==> src/sfb_pkg.sv <==
// ----------------------------------------------------------------------------
// sfb_pkg
// Shared types and constants for the stuffed frame builder.
// ----------------------------------------------------------------------------
package sfb_pkg;

   // Input beat kinds
   localparam logic [1:0] KIND_START = 2'd0;
   localparam logic [1:0] KIND_DATA  = 2'd1;
   localparam logic [1:0] KIND_END   = 2'd2;

   // Frame bytes
   localparam logic [7:0] START_BYTE  = 8'h10;
   localparam logic [7:0] TERM_BYTE   = 8'h0D;
   localparam logic [7:0] ESC_BYTE    = 8'h40;
   localparam logic [7:0] ESC_OF_ESC  = 8'h00;
   localparam logic [7:0] ESC_OF_TERM = 8'hCD;

   // Job queue
   localparam int QUEUE_DEPTH = 4;
   localparam int QUEUE_PTR_W = $clog2(QUEUE_DEPTH);

   // Register file
   localparam int             CSR_ADDR_W     = 3;
   localparam int             CSR_DATA_W     = 32;
   localparam logic [0:0]     REG_STUFF_EN   = 1'b0;

   typedef struct packed {
      logic [1:0] kind;
      logic [7:0] value;
   } req_type;

   typedef struct packed {
      logic [7:0] out_byte;
      logic       run_last;
      logic       frame_end;
   } rsp_type;

   // One fully resolved item: one or two output bytes
   typedef struct packed {
      logic [7:0] byte0;
      logic [7:0] byte1;
      logic       two;
      logic       term;
   } job_type;

   typedef struct packed {
      logic full;
      logic valid;
   } q_status_type;

endpackage

==> src/sfb_front.sv <==
// ----------------------------------------------------------------------------
// sfb_front
// Accepts input beats, resolves escaping and the checksum, pushes jobs.
// ----------------------------------------------------------------------------
module sfb_front (
   input  logic                  clock,
   input  logic                  reset,
   input  logic                  stuff_enable,
   input  logic                  req_valid,
   output logic                  req_ready,
   input  sfb_pkg::req_type      req,
   input  sfb_pkg::q_status_type q_status,
   output logic                  push,
   output sfb_pkg::job_type      job
);
   import sfb_pkg::*;

   logic [7:0] running_sum_ff;
   logic [7:0] running_sum_in;
   logic       accept;

   assign req_ready = !q_status.full;
   assign accept    = req_valid && req_ready;

   always_comb begin
      job            = '0;
      push           = 1'b0;
      running_sum_in = running_sum_ff;
      case (req.kind)
         KIND_START: begin
            job.byte0      = START_BYTE;
            job.byte1      = req.value;
            job.two        = 1'b1;
            push           = accept;
            running_sum_in = START_BYTE + req.value;
         end
         KIND_DATA: begin
            push = accept;
            if (stuff_enable && req.value == ESC_BYTE) begin
               job.byte0      = ESC_BYTE;
               job.byte1      = ESC_OF_ESC;
               job.two        = 1'b1;
               running_sum_in = running_sum_ff + ESC_BYTE + ESC_OF_ESC;
            end else if (stuff_enable && req.value == TERM_BYTE) begin
               job.byte0      = ESC_BYTE;
               job.byte1      = ESC_OF_TERM;
               job.two        = 1'b1;
               running_sum_in = running_sum_ff + ESC_BYTE + ESC_OF_TERM;
            end else begin
               job.byte0      = req.value;
               running_sum_in = running_sum_ff + req.value;
            end
         end
         KIND_END: begin
            job.byte0      = 8'd0 - running_sum_ff;
            job.byte1      = TERM_BYTE;
            job.two        = 1'b1;
            job.term       = 1'b1;
            push           = accept;
            running_sum_in = '0;
         end
         default: begin
            // unused kind: consumed, no output, state kept
         end
      endcase
   end

   always_ff @(posedge clock) begin
      if (reset) begin
         running_sum_ff <= '0;
      end else if (accept) begin
         running_sum_ff <= running_sum_in;
      end
   end

endmodule

==> src/sfb_queue.sv <==
// ----------------------------------------------------------------------------
// sfb_queue
// Small job FIFO between the front and back halves.
// ----------------------------------------------------------------------------
module sfb_queue (
   input  logic                  clock,
   input  logic                  reset,
   input  logic                  push,
   input  sfb_pkg::job_type      push_job,
   input  logic                  pop,
   output sfb_pkg::job_type      head_job,
   output sfb_pkg::q_status_type q_status
);
   import sfb_pkg::*;

   job_type                  entry_ff [QUEUE_DEPTH];
   logic [QUEUE_PTR_W-1:0]   wr_ptr_ff;
   logic [QUEUE_PTR_W-1:0]   rd_ptr_ff;
   logic [QUEUE_PTR_W:0]     count_ff;
   logic [QUEUE_PTR_W:0]     count_in;
   logic                     do_push;
   logic                     do_pop;

   assign q_status.full  = (count_ff == (QUEUE_PTR_W+1)'(QUEUE_DEPTH));
   assign q_status.valid = (count_ff != '0);
   assign do_push        = push && !q_status.full;
   assign do_pop         = pop && q_status.valid;
   assign head_job       = entry_ff[rd_ptr_ff];

   always_comb begin
      count_in = count_ff;
      if (do_push && !do_pop) begin
         count_in = count_ff + 1'b1;
      end else if (do_pop && !do_push) begin
         count_in = count_ff - 1'b1;
      end
   end

   always_ff @(posedge clock) begin
      if (reset) begin
         wr_ptr_ff <= '0;
         rd_ptr_ff <= '0;
         count_ff  <= '0;
      end else begin
         if (do_push) begin
            wr_ptr_ff <= wr_ptr_ff + 1'b1;
         end
         if (do_pop) begin
            rd_ptr_ff <= rd_ptr_ff + 1'b1;
         end
         count_ff <= count_in;
      end
   end

   always_ff @(posedge clock) begin
      if (do_push) begin
         entry_ff[wr_ptr_ff] <= push_job;
      end
   end

endmodule

==> src/sfb_back.sv <==
// ----------------------------------------------------------------------------
// sfb_back
// Serializes queued jobs into output bytes through an output register.
// ----------------------------------------------------------------------------
module sfb_back (
   input  logic                  clock,
   input  logic                  reset,
   input  sfb_pkg::q_status_type q_status,
   input  sfb_pkg::job_type      head_job,
   output logic                  pop,
   output logic                  rsp_valid,
   input  logic                  rsp_ready,
   output sfb_pkg::rsp_type      rsp
);
   import sfb_pkg::*;

   logic       rsp_valid_ff;
   rsp_type    rsp_ff;
   logic       pending_ff;
   logic [7:0] byte1_ff;
   logic       term_ff;
   logic       load;

   assign load      = !rsp_valid_ff || rsp_ready;
   assign pop       = load && !pending_ff && q_status.valid;
   assign rsp_valid = rsp_valid_ff;
   assign rsp       = rsp_ff;

   always_ff @(posedge clock) begin
      if (reset) begin
         rsp_valid_ff <= 1'b0;
         pending_ff   <= 1'b0;
      end else if (load) begin
         if (pending_ff) begin
            rsp_valid_ff <= 1'b1;
            pending_ff   <= 1'b0;
         end else if (q_status.valid) begin
            rsp_valid_ff <= 1'b1;
            pending_ff   <= head_job.two;
         end else begin
            rsp_valid_ff <= 1'b0;
         end
      end
   end

   always_ff @(posedge clock) begin
      if (load) begin
         if (pending_ff) begin
            rsp_ff.out_byte  <= byte1_ff;
            rsp_ff.run_last  <= 1'b1;
            rsp_ff.frame_end <= term_ff;
         end else if (q_status.valid) begin
            rsp_ff.out_byte  <= head_job.byte0;
            rsp_ff.run_last  <= !head_job.two;
            rsp_ff.frame_end <= 1'b0;
            byte1_ff         <= head_job.byte1;
            term_ff          <= head_job.term;
         end
      end
   end

endmodule

==> src/stuffed_frame_builder_top.sv <==
// ----------------------------------------------------------------------------
// stuffed_frame_builder_top
// Byte-stuffing serial framer with additive checksum.
// ----------------------------------------------------------------------------
// Path: the front pushes a job into the queue when the input beat is accepted,
//   and the back then loads the job's first byte into the output register.
// Throughput: one output byte per cycle from the back serializer unless
//   rsp_ready stalls it; start, escaped data and end items give two bytes.
//   Input beats are taken every cycle while the 4-entry job queue has room.
// Reset: running sum cleared, stuff_enable set to 1, queue and output empty.
// ----------------------------------------------------------------------------
module stuffed_frame_builder_top (
   input  logic                               clock,
   input  logic                               reset,
   // input channel
   input  logic                               req_valid,
   output logic                               req_ready,
   input  sfb_pkg::req_type                   req_data,
   // result channel
   output logic                               rsp_valid,
   input  logic                               rsp_ready,
   output sfb_pkg::rsp_type                   rsp_data,
   // register port
   input  logic                               csr_psel,
   input  logic                               csr_penable,
   input  logic                               csr_pwrite,
   input  logic [sfb_pkg::CSR_ADDR_W-1:0]     csr_paddr,
   input  logic [sfb_pkg::CSR_DATA_W-1:0]     csr_pwdata,
   output logic [sfb_pkg::CSR_DATA_W-1:0]     csr_prdata,
   output logic                               csr_pready
);
   import sfb_pkg::*;

   logic         stuff_enable_ff;
   logic         csr_write;
   logic         push;
   logic         pop;
   job_type      push_job;
   job_type      head_job;
   q_status_type q_status;

   // Register port: one word, byte address 0 (bit 2 selects the word).
   assign csr_pready = 1'b1;
   assign csr_write  = csr_psel && csr_penable && csr_pwrite && csr_pready;
   assign csr_prdata = (csr_paddr[2] == REG_STUFF_EN) ?
                       {{(CSR_DATA_W-1){1'b0}}, stuff_enable_ff} : '0;

   always_ff @(posedge clock) begin
      if (reset) begin
         stuff_enable_ff <= 1'b1;
      end else if (csr_write && csr_paddr[2] == REG_STUFF_EN) begin
         stuff_enable_ff <= csr_pwdata[0];
      end
   end

   // Front: classify the beat, escape, track the sum, build the job.
   sfb_front u_front (
      .clock        (clock),
      .reset        (reset),
      .stuff_enable (stuff_enable_ff),
      .req_valid    (req_valid),
      .req_ready    (req_ready),
      .req          (req_data),
      .q_status     (q_status),
      .push         (push),
      .job          (push_job)
   );

   // Decoupling queue of resolved jobs.
   sfb_queue u_queue (
      .clock    (clock),
      .reset    (reset),
      .push     (push),
      .push_job (push_job),
      .pop      (pop),
      .head_job (head_job),
      .q_status (q_status)
   );

   // Back: one byte per beat into the output register.
   sfb_back u_back (
      .clock     (clock),
      .reset     (reset),
      .q_status  (q_status),
      .head_job  (head_job),
      .pop       (pop),
      .rsp_valid (rsp_valid),
      .rsp_ready (rsp_ready),
      .rsp       (rsp_data)
   );

   // A terminator beat closes its item and carries the terminator byte.
   a_frame_end_last: assert property (@(posedge clock) disable iff (reset)
      rsp_valid && rsp_data.frame_end |->
         rsp_data.run_last && rsp_data.out_byte == TERM_BYTE)
      else $error("frame_end beat is not a final terminator");

   // The front never pushes into a full queue.
   a_no_overflow: assert property (@(posedge clock) disable iff (reset)
      push |-> !q_status.full)
      else $error("job pushed into full queue");

   // The back only pops when a job is queued.
   a_no_underflow: assert property (@(posedge clock) disable iff (reset)
      pop |-> q_status.valid)
      else $error("job popped from empty queue");

   // Output is empty right after reset.
   a_reset_empty: assert property (@(posedge clock)
      reset |=> !rsp_valid)
      else $error("result beat valid after reset");

endmodule

==> config.mk <==
export PLATFORM = sky130hd
export DESIGN_NAME = stuffed_frame_builder_top
export DESIGN_NICKNAME = d
export VERILOG_FILES = /design/src/sfb_pkg.sv /design/src/sfb_front.sv /design/src/sfb_queue.sv /design/src/sfb_back.sv /design/src/stuffed_frame_builder_top.sv
export SDC_FILE = /design/constraint.sdc
export NUM_CORES = 1
export LEC_CHECK = 0
export BUFFER_PORTS_ARGS = -buffer_cell sky130_fd_sc_hd__buf_2
export CAP_MARGIN = 20
export CELL_PAD_IN_SITES_DETAIL_PLACEMENT = 1
export CELL_PAD_IN_SITES_GLOBAL_PLACEMENT = 1
export CORE_UTILIZATION = 40
export CTS_BUF_LIST = sky130_fd_sc_hd__clkbuf_8
export CTS_CLUSTER_SIZE = 14
export DETAILED_ROUTE_END_ITERATION = 8
export PLACE_DENSITY = 0.81
export SETUP_SLACK_MARGIN = 0.5
export SYNTH_ARGS = -nofsm -noshare
export SYNTH_HDL_FRONTEND = slang
export SYNTH_SLANG_ARGS = --single-unit
==> constraint.sdc <==
create_clock -name clock -period 5.75 [get_ports clock]
set_input_delay 1.15 -clock clock [delete_from_list [all_inputs] [get_ports clock]]
set_output_delay 1.15 -clock clock [all_outputs]
set_load 0.01 [all_outputs]
After elaboration in Yosys (flattened, before gate mapping):

Memory sizes are Yosys's and may differ from the RTL's. A register that Yosys moved wholly into a read port is not among the register bits.
Index checks and enable logic that the tools add are counted.

* register bits after elaboration: 37
* memory bits (writable): 72
* output and inout bits: 45
* word-level logic and storage cells: 79
* memories: 1

* add/subtract/negate cells: 9
* eq/ne operators: 5
* multiplexer cells: 22
* bitwise operators: 2
* reduce and logical (&&, ||, !) cells: 28

Memories
* u_queue.entry_ff: depth 4, width 18, read ports 1, clocked after Yosys merged registers in 1, wr ports 1, RTL line sfb_queue.sv:16 `job_type entry_ff [QUEUE_DEPTH];`

Operators by type and width (count)
* $pmux W17 S3: 1
* $mux W8: 3
* $pmux W8 S3: 1
* $mux W10: 2
* $mux W17: 1
* $logic_and A1 B1 Y1: 12
* $mux W1: 9
* $mux W9: 1
* $add A5 B8 Y8 const A: 1
* $add A8 B7 Y8 const B: 1
* $add A8 B8 Y8: 1
* $add A8 B8 Y8 const B: 1
* $eq A8 B4 Y1 const B: 1
* $eq A8 B7 Y1 const B: 1
* $sub A1 B8 Y8 const A: 1
* $logic_not A1 Y1: 6
* $mux W3: 2
* $reduce_bool A3 Y1: 2
* $add A2 B1 Y2 const B: 2
* $mux W2: 2
* $reduce_and A2 Y1: 2
* $reduce_bool A2 Y1: 2
* $add A3 B1 Y3 const B: 1
* $eq A3 B3 Y1 const B: 1
* 8 further kinds: 9

Depth between registers and ports, before layout:

Gate-level depths: netlist of run 1.

* word-level depth: 9
* mapped depth: 9
* depth with buffers taken out: 9

Cells and area by module:

A second synthesis of run 1 with hierarchy kept.

* cell total of the unflattened synthesis: 426
* area, all modules: 5664.2 sq um

Modules (own cells, without submodules)
* sfb_queue: times used 1, cells an instance 142, area each 3080.5 sq um
* sfb_front: times used 1, cells an instance 202, area each 1453.9 sq um
* sfb_back: times used 1, cells an instance 42, area each 814.5 sq um
* stuffed_frame_builder_top: times used 1, cells an instance 40, area each 315.3 sq um

Worst setup path after synthesis of run 1:

Ideal clock, no wire load.

* path type: input -> register
* start point: input rsp_ready
* end point: register u_queue.count_ff[2]
* data arrival time: 3.223 ns
* setup slack: 2.456 ns
* cell stages on the path: 9
* buffers on the path: 0
* cells stage by stage: nor2b_1 > nor3_1 > inv_1 > ha_1 > inv_1 > fa_1 > xor2_1 > or3_1 > a21oi_1

* cells in the longest elaborated chain, start to end: 7
* elaborated cells on any way between the ends: 9
* those cells by class: 1 x mux; 8 x reduce/logical

RTL lines
* start, declared: RTL line stuffed_frame_builder_top.sv:21 `input logic rsp_ready,`
* $logic_or A1 B1 Y1 *: RTL line sfb_back.sv:24 `assign load = !rsp_valid_ff || rsp_ready;`
* $logic_and A1 B1 Y1 * (2 in a row): RTL line sfb_back.sv:25 `assign pop = load && !pending_ff && q_status.valid;`
* net pop: RTL line stuffed_frame_builder_top.sv:37 `logic pop;`
* $logic_and A1 B1 Y1 *: RTL line sfb_queue.sv:27 `assign do_pop = pop && q_status.valid;`
* $logic_not A1 Y1: RTL line sfb_queue.sv:32 `if (do_push && !do_pop) begin`
* $logic_and A1 B1 Y1: RTL line sfb_queue.sv:32
* $mux W3 / $reduce_bool A2 Y1 (equally long branches)
* end signal, assigned: RTL line sfb_queue.sv:51 `count_ff <= count_in;`
* end, declared: RTL line sfb_queue.sv:19 `logic [QUEUE_PTR_W:0] count_ff;`

Mark *: on every way through the listed nets, which the timed path passes. The rest lies on a longest branch.
A chain may end at the register's enable or synchronous reset.

==> out/qor.yml, run 1 <==
post-route-period-util_pct: 55.6
synthArstFlopShare_pct: 0
p_switching_uw: 690
slew_headroom_pct: 31.9
cpMaxStageDelayCell: "or4bb_1"
critical-path-top-delay-family: "simple AND/OR/NAND/NOR gates"
reg2reg_setup_slack_ps: 3140
syn_area_um2: 5500
synth.distinct_cells: 57
rsz0062_at_grt: "false"
ys_warn_count: 0
synth_area_per_cell_um2: 13.2
grt_pass1_vias: 3512
powerDensity_nw_per_um2: 372
die_w_um: 119
seq_area_frac_synth_pct: 56.9
gp_congestion: 0.823
nets: 518
cp-start-kind: "input port"
crit_type: "in2reg"
fp.coreArea_um2: 13300
end_kind: "flop"
die_area_um2: 14200
drc_errors: 0
post_dp_cell_area_um2: 5700
seq_area_um2: 3130
drtIter0Drc: 174
startpoint: "req_data[4]"
r2r-end: "u_queue.count_ff[2]$_SDFFE_PP0P_"
path_clk_slew_ps: 100
hold_buffers: 0
synth_top_area_cell: "edfxtp_1"
setup_viol: 0
drtPass1Iterations: 4
die_y_um: 119
synth_area_leaders: "edfxtp_1 (50%), mux4_2 (7.4%), dfxtp_1 (7.3%)"
fin_tns_setup_ps: 0
endpoint: "u_queue.entry_ff[0][4]$_DFFE_PP_"
io_pins: 97
clock_latency_ps: 370
worstPathCellList: "buf_2 -> inv_1 -> ha_1 -> or4bb_1 -> nor2_1 -> a21oi_1 -> a21oi_1"
hold_path_class: "reg2reg"
clock.fmax_ghz: 0.313
cts_setup_buffers: 0
drive_above_1_share_pct: 17.2
fin_area_um2: 5870
worst_hold_slack_ps: 515
min_from: "u_queue.wr_ptr_ff[1]$_SDFFE_PP0P_"
synth_most_common_cell: "edfxtp_1"
vias: 3343
start_util_pct: 41.2
synthFlopType: "edfxtp_1"
viasPerCell: 5.36
cts.sinks: 111
yosys_register_bits: 111
areaGrowthSynthToFinish_pct: 6.71
status: "complete, no violations"
cts_made_buffers: 9
required_ps: 5880
synth_common_cells: "edfxtp_1 (91), buf_4 (32), nor2_1 (28)"
grt_util_all_layers_pct: 16.8
critPathBufInv: 2
grt_first_pass_wirelength_um: 18200
fp-row-count: 42
cts-root-buf: "clkbuf_8"
ant_nets: 0
grt_overflow: 0
peakVddDrop_mv: 0.114
diodes: 0
synth_top_area_share_pct: 49.7
fin_cells: 624
path_common_cell: "a21oi_1"
placed_cells: 608
switching_share_pct: 31.6
r2r_start: "u_queue.count_ff[0]$_SDFFE_PP0P_"
cp_num_cells: 7
hold_viol_final: 0
portBuffers: 31
antenna_found_initial: 0
clock_path_buffers: 2
grt_max_degree: 23
h-tree-depth: 3
netlist_instances: 418
combPwrFrac_pct: 28.1
post_drt_wl_per_cell_um: 18.1
cp_data_arrival_time_ps: 3320
cp_max_fo: 6
synth_edf_count: 91
p_leak_nw: 2.13
pwr-share-seq_pct: 52.7
cts-resized-gates: 0
r2r.worst_path.cells: 9
cts_tree: "built"
multiInputGateArea_um2: 2110
p_int_mw: 1.50
min_period_ps: 3200
pwr-share-clk_pct: 19.3
finClkSkew_ps: 16.1
dp.final_hpwl_um: 8000
maxCapViolations: 0
maxSlewViolCount: 0
wl_um: 11300
cpPeakStageDelay_ps: 610
worstMarginPinSlew_ps: 1020
n_fill_cell: 1425
layer usage:
| metal | GRT usage, % | routed length (um) | vias to the layer above |
|---|---|---|---|
| met5 | 0 | 0 | - |
| met2 | 28.9 | 5670 | 74 |
| met3 | 2.78 | 386 | 27 |
| li1 | - | - | 1556 |
| met4 | 6.88 | 264 | 0 |
| met1 | 20.8 | 4980 | 1686 |
tightest hold or removal path, cell delays in order, from the launching register on:
cell	delay, ps
dfxtp_1	360
nand2_1	70
a21oi_1	60
worst min-delay path by stage:
stage | slack, ps | endpoint | cells past startpoint
finish | 510 | u_queue.wr_ptr_ff[1]$_SDFFE_PP0P_ | 2
detailed placement | 500 | u_queue.wr_ptr_ff[1]$_SDFFE_PP0P_ | 2
CTS | 520 | u_queue.wr_ptr_ff[1]$_SDFFE_PP0P_ | 2
floorplan | 460 | stuff_enable_ff$_SDFFE_PP1P_ | 1
global route | 550 | u_queue.wr_ptr_ff[1]$_SDFFE_PP0P_ | 2
global placement | 480 | u_queue.wr_ptr_ff[1]$_SDFFE_PP0P_ | 2
final cells by class:
type                       count  share of cell area (%)
multi-input combinational    271                    36.0
timing repair buffer          33                    2.90
clock inverter                 7                   0.831
sequential                   111                    53.4
inverter                      17                    1.09
tap                          176                    3.75
clock buffer                   9                    2.11
power groups by stage:
stage | Clock, mW | Sequential (mW) | Combinational (mW)
after floorplan | 0 | 1.14 | 0.465
after global placement | 0 | 1.16 | 0.586
after detailed placement | 0 | 1.17 | 0.624
after CTS | 0.432 | 1.16 | 0.627
after global routing | 0.459 | 1.17 | 0.682
final | 0.421 | 1.15 | 0.613
kinds of logic (layout without fill, tap and decap cells):
kind of cell | after synthesis | after routing | synth area share, %
buffers and inverters | 66 | 66 | 6.73
multiplexers | 28 | 28 | 9.37
XOR/XNOR | 18 | 18 | 2.87
flip-flops | 111 | 111 | 56.9
adder cells (fa/ha/maj) | 23 | 23 | 5.50
other | 2 | 32 | 0.137
AO/OA/AOI/OAI | 73 | 73 | 9.05
AND/OR/NAND/NOR | 97 | 97 | 9.39
registers in the layout, summed over array words and instances, names as in the netlist, named ones only:
name / count
u_back.pending_ff: 1
u_queue.count_ff: 3
u_queue.entry_ff: 72
u_queue.wr_ptr_ff: 2
u_back.term_ff: 1
u_back.rsp_valid: 1
u_back.rsp: 10
u_back.byte1_ff: 8
u_front.running_sum_ff: 8
stuff_enable_ff: 1
u_queue.rd_ptr_ff: 2
per-stage QoR:
stage / setup WS, ps / utilization (%) / power (mW)
floorplan: 2460 / - / 1.60
global placement: 2420 / 42.7 / 1.75
detailed placement: 2300 / 42.7 / 1.80
CTS: 2670 / 44.0 / 2.21
global route: 2510 / 44.0 / 2.31
finish: 2550 / 44.0 / 2.19
cells in the final DEF (no fill, tap or decap), types with 3 or more instances in the layout:
master | Yosys | routed
a22oi_1 | 10 | 10
nor4_1 | 4 | 4
mux2_2 | 8 | 8
edfxtp_1 | 91 | 91
clkbuf_8 | 0 | 9
nor2_1 | 28 | 28
mux4_2 | 18 | 18
conb_1 | 2 | 32
or3_1 | 3 | 3
a311oi_1 | 3 | 3
and2_1 | 9 | 9
nand2_1 | 19 | 19
a211oi_1 | 9 | 9
o21ai_0 | 10 | 10
a21oi_1 | 18 | 18
nor2b_1 | 6 | 6
o21bai_1 | 3 | 3
buf_2 | 2 | 31
nor3_1 | 9 | 9
dfxtp_1 | 20 | 20
clkinv_4 | 0 | 3
xnor2_1 | 10 | 10
ha_1 | 21 | 21
o22ai_1 | 3 | 3
inv_1 | 16 | 17
xor2_1 | 8 | 8
Power figures use the tool's default switching activity.
==> run 2: changes to the inputs <==
--- a/config.mk
+++ b/config.mk
@@ -5,6 +5,7 @@
 export SDC_FILE = /design/constraint.sdc
 export NUM_CORES = 1
 export LEC_CHECK = 0
+export ABC_AREA = 1
 export BUFFER_PORTS_ARGS = -buffer_cell sky130_fd_sc_hd__buf_2
 export CAP_MARGIN = 20
 export CELL_PAD_IN_SITES_DETAIL_PLACEMENT = 1
@@ -13,7 +14,7 @@
 export CTS_BUF_LIST = sky130_fd_sc_hd__clkbuf_8
 export CTS_CLUSTER_SIZE = 14
 export DETAILED_ROUTE_END_ITERATION = 8
-export PLACE_DENSITY = 0.81
+export PLACE_DENSITY = 0.84
 export SETUP_SLACK_MARGIN = 0.5
 export SYNTH_ARGS = -nofsm -noshare
 export SYNTH_HDL_FRONTEND = slang
==> constraint.sdc (replaced) <==
create_clock -name clock -period 3 [get_ports clock]
set_input_delay 0.6 -clock clock [delete_from_list [all_inputs] [get_ports clock]]
set_output_delay 0.6 -clock clock [all_outputs]
set_load 0.01 [all_outputs]
==> out/qor.yml, run 2 <==
critical-path-top-delay-family: "adder cells"  # was simple AND/OR/NAND/NOR gates
largest_register_ffs: 72  # unchanged
hold_buffers: 0  # unchanged
status: "complete, no violations"  # unchanged
maxSlewViolCount: 0  # unchanged
grt_util_all_layers_pct: 18.9  # was 16.8%
die_w_um: 121  # was 119 um
path_clk_slew_ps: 100  # about the same
worstPathCellList: "nor2_1 -> nand2_1 -> nand2_1 -> nor2_4 -> ha_1 -> inv_1 -> fa_1 -> a21oi_1 -> o21ai_0 -> o21ai_0 -> a21oi_1"  # was buf_2 -> inv_1 -> ha_1 -> or4bb_1 -> nor2_1 -> a21oi_1 -> a21oi_1
layout_commonest_cell: "edfxtp_1"  # unchanged
areaGrowthSynthToFinish_pct: 7.53  # was 6.71%
met1_usage_pct: 21.9  # was 20.8%
clock_latency_ps: 380  # was 370 ps
grt_overflow: 0  # unchanged
cts_tree: "built"  # unchanged
grtUsageMet2_pct: 34.8  # was 28.9%
worst_hold_slack_ps: 403  # was 515 ps
crit_type: "reg2reg"  # was in2reg
viasPerCell: 5.13  # was 5.36
min_period_ps: 2160
diodes: 0  # unchanged
p_leak_nw: 2.52  # was 2.13 nW
cp_data_arrival_time_ps: 2430  # was 3320 ps
synthArstFlopShare_pct: 0  # unchanged
post-route-period-util_pct: 71.9
cpPeakStageDelay_ps: 450  # was 610 ps
cts_setup_buffers: 0  # unchanged
cp_max_fo: 6  # unchanged
cpMaxStageDelayCell: "dfxtp_1"  # was or4bb_1
synth_top_area_share_pct: 48.1  # was 49.7%
drive_above_1_share_pct: 11.3  # was 17.2%
cts_made_buffers: 9  # unchanged
use_met3_pct: 3.48  # was 2.78%
worstMarginPinSlew_ps: 595  # was 1020 ps
netlist_instances: 596  # was 418
post_drt_wl_per_cell_um: 16.1  # was 18.1 um
fp-row-count: 43  # was 42
drtIter0Drc: 183  # was 174
nets: 700  # was 518
synth_area_per_cell_um2: 9.53  # was 13.2 um2
synth_area_leaders: "edfxtp_1 (48%), dfxtp_1 (7.0%), nand2_1 (5.7%)"  # was edfxtp_1 (50%), mux4_2 (7.4%), dfxtp_1 (7.3%)
seq_area_frac_synth_pct: 55.2  # was 56.9%
grt_first_pass_wirelength_um: 21100  # was 18200 um
top_register: "u_queue.entry_ff"  # unchanged
grt_pass1_vias: 4417  # was 3512
required_ps: 3270  # was 5880 ps
grt-busiest-layer: "met2"  # unchanged
cts.sinks: 111  # unchanged
cts-resized-gates: 0  # unchanged
vias: 4155  # was 3343
synth_top_area_cell: "edfxtp_1"  # unchanged
start_util_pct: 40.9  # was 41.2%
critPathBufInv: 1  # was 2
setup_viol: 0  # unchanged
cts-root-buf: "clkbuf_8"  # unchanged
final_cell_mix: "edfxtp_1 (91), nand2_1 (87), nor2_1 (81), inv_1 (58), o21ai_0 (56)"  # was edfxtp_1 (91), conb_1 (32), buf_2 (31), nor2_1 (28), ha_1 (21)
hold_viol_final: 0  # unchanged
peakVddDrop_mv: 0.289  # was 0.114 mV
drc_errors: 0  # unchanged
hold_path_class: "in2reg"  # was reg2reg
die_y_um: 121  # was 119 um
synth.distinct_cells: 38  # was 57
syn_area_um2: 5680  # was 5500 um2
ant_nets: 0  # unchanged
synth_common_cells: "edfxtp_1 (91), nand2_1 (87), nor2_1 (81)"  # was edfxtp_1 (91), buf_4 (32), nor2_1 (28)
h-tree-depth: 3  # unchanged
fin_tns_setup_ps: 0  # unchanged
powerDensity_nw_per_um2: 766  # was 372 nW/um2
fp.coreArea_um2: 13900  # was 13300 um2
end_kind: "flop"  # unchanged
die_area_um2: 14700  # was 14200 um2
slew_headroom_pct: 60.3  # was 31.9%
portBuffers: 31  # unchanged
wl_um: 13000  # was 11300 um
gp_congestion: 0.861  # was 0.823
yosys_register_bits: 111  # unchanged
synth_most_common_cell: "edfxtp_1"  # unchanged
grt_max_degree: 37  # was 23
io_pins: 97  # unchanged
ys_warn_count: 0  # unchanged
maxCapViolations: 0  # unchanged
rsz0062_at_grt: "false"  # unchanged
finClkSkew_ps: 6.27  # was 16.1 ps
clock.fmax_ghz: 0.464
antenna_found_initial: 0  # unchanged
synthFlopType: "edfxtp_1"  # unchanged
dp.final_hpwl_um: 9510  # was 8000 um
clock_path_buffers: 2  # unchanged
cp-start-kind: "flop"  # was input port
drtPass1Iterations: 4  # unchanged
synth_edf_count: 91  # unchanged
[run 2: cell count changes after synthesis, moves of 16 or more]
cell / change
a21oi_1: +16
nand2_1: +68
nand3_1: +26
o21ai_0: +46
mux4_2: -18
inv_1: +42
nor2_1: +53
[run 2: kinds of logic (layout without fill, tap and decap cells)]
logic type | count (synthesis) | in the layout | share of synthesized area [%]
buffers and inverters | 113 | 117 | 10.2
adders and majority gates | 23 | 23 | 5.33
and+or+nand+nor | 217 | 217 | 16.3
DFF | 111 | 111 | 55.2
xor gates and xnor gates | 4 | 4 | 0.617
other | 2 | 32 | 0.132
AOI/OAI and AO/OA | 126 | 126 | 12.3
[run 2: path summary, 6_finish.rpt]
path	start	end	slack, ps	depth (start not counted)
worst max-delay path	u_queue.count_ff[0]$_SDFFE_PP0P_	u_queue.count_ff[2]$_SDFFE_PP0P_	840	11
worst min-delay path	reset	u_back.pending_ff$_SDFFE_PP0N_	400	2
worst max register to register	u_queue.count_ff[0]$_SDFFE_PP0P_	u_queue.count_ff[2]$_SDFFE_PP0P_	840	11
worst min register to register	u_queue.rd_ptr_ff[0]$_SDFFE_PP0P_	u_queue.rd_ptr_ff[0]$_SDFFE_PP0P_	490	1
[run 2: final cells by class]
class                   instances  area, um2
flip-flops and latches        111       3130
fillers                      1625       7770
clock buffers                   9        124
repair buffers                 37        200
clock inverters                 7        104
inverters                      64        240
multi-input cells             402       2080
well taps                     180        225
[run 2: where the power goes]
part           internal, mW  switching (mW)
combinational         0.449            1.01
clock                 0.484           0.519
sequential             2.07           0.146
[run 2: stage by stage]
step	util, %	worst slack [ps]	instance area, um2	power, mW	std cells
2_1_floorplan	-	642	5790	3.27	626
3_3_place_gp	42.4	553	5880	3.60	794
3_5_place_dp	42.4	471	5880	3.73	794
4_1_cts	44.0	850	6110	4.73	810
5_1_grt	44.0	651	6110	4.99	810
6_report	44.0	843	6110	4.68	810
[run 2: per-layer routing]
metal	part of all wire, %	wire length, um
met4	1.3	169
met3	4.3	553
met5	0	0
met1	41	5350
met2	53	6940
==> run 3: changes to the inputs <==
==> constraint.sdc (replaced) <==
create_clock -name clock -period 2.2 [get_ports clock]
set_input_delay 0.44 -clock clock [delete_from_list [all_inputs] [get_ports clock]]
set_output_delay 0.44 -clock clock [all_outputs]
set_load 0.01 [all_outputs]
==> out/qor.yml, run 3 (synthesis gave the netlist of run 2 again) <==
setup_slack_ps: 213  # was 843 ps
worstMarginPinSlew_ps: 593  # was 595 ps
areaGrowthSynthToFinish_pct: 17.9  # was 7.53%
cts_tree: "built"  # unchanged
grt_util_all_layers_pct: 21.5  # was 18.9%
largest_register_ffs: 72  # unchanged
grt_first_pass_wirelength_um: 23800  # was 21100 um
finClkSkew_ps: 14.7  # was 6.27 ps
ant_nets: 0  # unchanged
start_util_pct: 40.9  # unchanged
drive_above_1_share_pct: 24.2  # was 11.3%
cp_data_arrival_time_ps: 2260  # was 2430 ps
powerDensity_nw_per_um2: 1060  # was 766 nW/um2
total_power_mw: 7.09  # was 4.68 mW
cts.sinks: 111  # unchanged
die_y_um: 121  # unchanged
drc_errors: 0  # unchanged
slew_headroom_pct: 60.4  # was 60.3%
critPathBufInv: 2  # was 1
seq_area_um2: 3160  # was 3130 um2
r2r-end: "u_queue.count_ff[2]$_SDFFE_PP0P_"  # unchanged
grt_overflow: 0  # unchanged
layout_commonest_cell: "edfxtp_1"  # unchanged
peakVddDrop_mv: 0.368  # was 0.289 mV
status: "complete, no violations"  # unchanged
fin_cells: 841  # was 810
grt_pass1_vias: 4682  # was 4417
endpoint: "u_queue.count_ff[2]$_SDFFE_PP0P_"  # unchanged
dpl_worst_slack_ps: -55.8  # was 471 ps
r2r.worst_path.cells: 10  # was 11
startpoint: "u_queue.count_ff[0]$_SDFFE_PP0P_"  # unchanged
maxCapViolations: 0  # unchanged
post-route-period-util_pct: 90.3  # was 71.9%
cpMaxStageDelayCell: "dfxtp_4"  # was dfxtp_1
drtIter0Drc: 355  # was 183
viasPerCell: 5.27  # was 5.13
multiInputGateArea_um2: 2290  # was 2080 um2
post_dp_cell_area_um2: 6090  # was 5880 um2
rsz0062_at_grt: "true"  # was false
antenna_found_initial: 0  # unchanged
cpPeakStageDelay_ps: 380  # was 450 ps
maxSlewViolCount: 0  # unchanged
worstPathCellList: "nor3_4 -> inv_2 -> nand2_4 -> ha_4 -> inv_4 -> fa_2 -> a21oi_2 -> o21ai_2 -> o21ai_1 -> a21oi_1"  # was nor2_1 -> nand2_1 -> nand2_1 -> nor2_4 -> ha_1 -> inv_1 -> fa_1 -> a21oi_1 -> o21ai_0 -> o21ai_0 -> a21oi_1
fp-row-count: 43  # unchanged
dp.final_hpwl_um: 10900  # was 9510 um
end_kind: "flop"  # unchanged
portBuffers: 31  # unchanged
clock_latency_ps: 380  # about the same
die_w_um: 121  # unchanged
cts-root-buf: "clkbuf_8"  # unchanged
io_pins: 97  # unchanged
h-tree-depth: 3  # unchanged
grt_max_degree: 37  # unchanged
fin_area_um2: 6700  # was 6110 um2
final_cell_mix: "edfxtp_1 (91), nand2_1 (80), nor2_1 (73), o21ai_0 (51), inv_1 (50)"  # was edfxtp_1 (91), nand2_1 (87), nor2_1 (81), inv_1 (58), o21ai_0 (56)
hold_buffers: 0  # unchanged
fp.coreArea_um2: 13900  # unchanged
path_clk_slew_ps: 110  # was 100 ps
wl_um: 16100  # was 13000 um
die_area_um2: 14700  # unchanged
drtPass1Iterations: 4  # unchanged
diodes: 0  # unchanged
cts_made_buffers: 9  # unchanged
cp_num_cells: 10  # was 11
placed_cells: 809  # was 794
top_register: "u_queue.entry_ff"  # unchanged
worst_hold_slack_ps: 265  # was 403 ps
reg2reg_setup_slack_ps: 210  # was 840 ps
hold_viol_final: 0  # unchanged
p_leak_nw: 2.73  # was 2.52 nW
nets: 731  # was 700
clock.fmax_ghz: 0.503  # was 0.464 GHz
setup_viol: 0  # unchanged
min_period_ps: 1990  # was 2160 ps
critical-path-top-delay-family: "compound AO/OA/AOI/OAI gates"  # was adder cells
cp_max_fo: 3  # was 6
clock_path_buffers: 2  # unchanged
crit_type: "reg2reg"  # unchanged
n_fill_cell: 1573  # was 1625
r2r_start: "u_queue.count_ff[0]$_SDFFE_PP0P_"  # unchanged
post_drt_wl_per_cell_um: 19.1  # was 16.1 um
gp_congestion: 0.874  # was 0.861
vias: 4432  # was 4155
hold_path_class: "in2reg"  # unchanged
cp-start-kind: "flop"  # unchanged
required_ps: 2470  # was 3270 ps
==> run 3: changes by cell type in the layout (fill, tap and decap cells not counted), moves of 7 or more <==
cell	before	now
nor2_1	81	73
a21oi_2	5	12
inv_1	58	50
nand2_1	87	80
buf_4	6	28
dfxtp_1	20	10
a21oi_1	34	26
dfxtp_4	0	7
==> run 3: timing repair <==
item / in CTS / in global routing
endpoints found under the setup margin: 104 / 135
resized for setup: 36 / 34
buffers inserted: 7 / 6
cloned: 0 / 3
pin swaps: 9 / 16
==> run 3: power by group <==
part / switching, mW / internal, mW
clock network: 0.724 / 0.655
registers: 0.245 / 2.84
logic: 1.70 / 0.931
==> run 3: stage by stage <==
stage	utilization, %	TNS, ps
floorplan	-	0
global placement	43.9	0
detailed placement	43.9	-223
CTS	46.8	0
global route	48.2	0
finish	48.2	0
==> run 3: worst register-to-register path: stages, from the launching register on <==
cell and delay [ps]:
dfxtp_4 380, nor3_4 240, inv_2 90, nand2_4 90, ha_4 140, inv_4 40, fa_2 370, a21oi_2 200
o21ai_2 90, o21ai_1 160, a21oi_1 80
==> run 3: area by class of cell <==
type / count / share of cell area [%]
clock inverter: 7 / 1.55
inverter: 64 / 3.85
sequential: 111 / 47.2
timing repair buffer: 68 / 7.90
tap: 180 / 3.36
multi-input combinational: 402 / 34.2
clock buffer: 9 / 1.85
==> run 3: worst min path at each step <==
stage                                         to                         startpoint  cells after the start
3_5_place_dp    u_queue.count_ff[0]$_SDFFE_PP0P_   u_queue.count_ff[0]$_SDFFE_PP0P_                      1
5_1_grt           u_back.pending_ff$_SDFFE_PP0N_                              reset                      2
2_1_floorplan                               flop  u_queue.rd_ptr_ff[1]$_SDFFE_PP0P_                      2
6_report          u_back.pending_ff$_SDFFE_PP0N_                              reset                      2
4_1_cts           u_back.pending_ff$_SDFFE_PP0N_                              reset                      2
3_3_place_gp   u_queue.rd_ptr_ff[1]$_SDFFE_PP0P_  u_queue.rd_ptr_ff[1]$_SDFFE_PP0P_                      2
==> run 3: routing by layer <==
layer,up-vias,wire length (um),track usage (%)
met2,115,8720,39.8
met5,-,0,0
met4,0,438,7.87
met3,34,554,3.67
li1,2091,-,-
met1,2192,6380,24.7
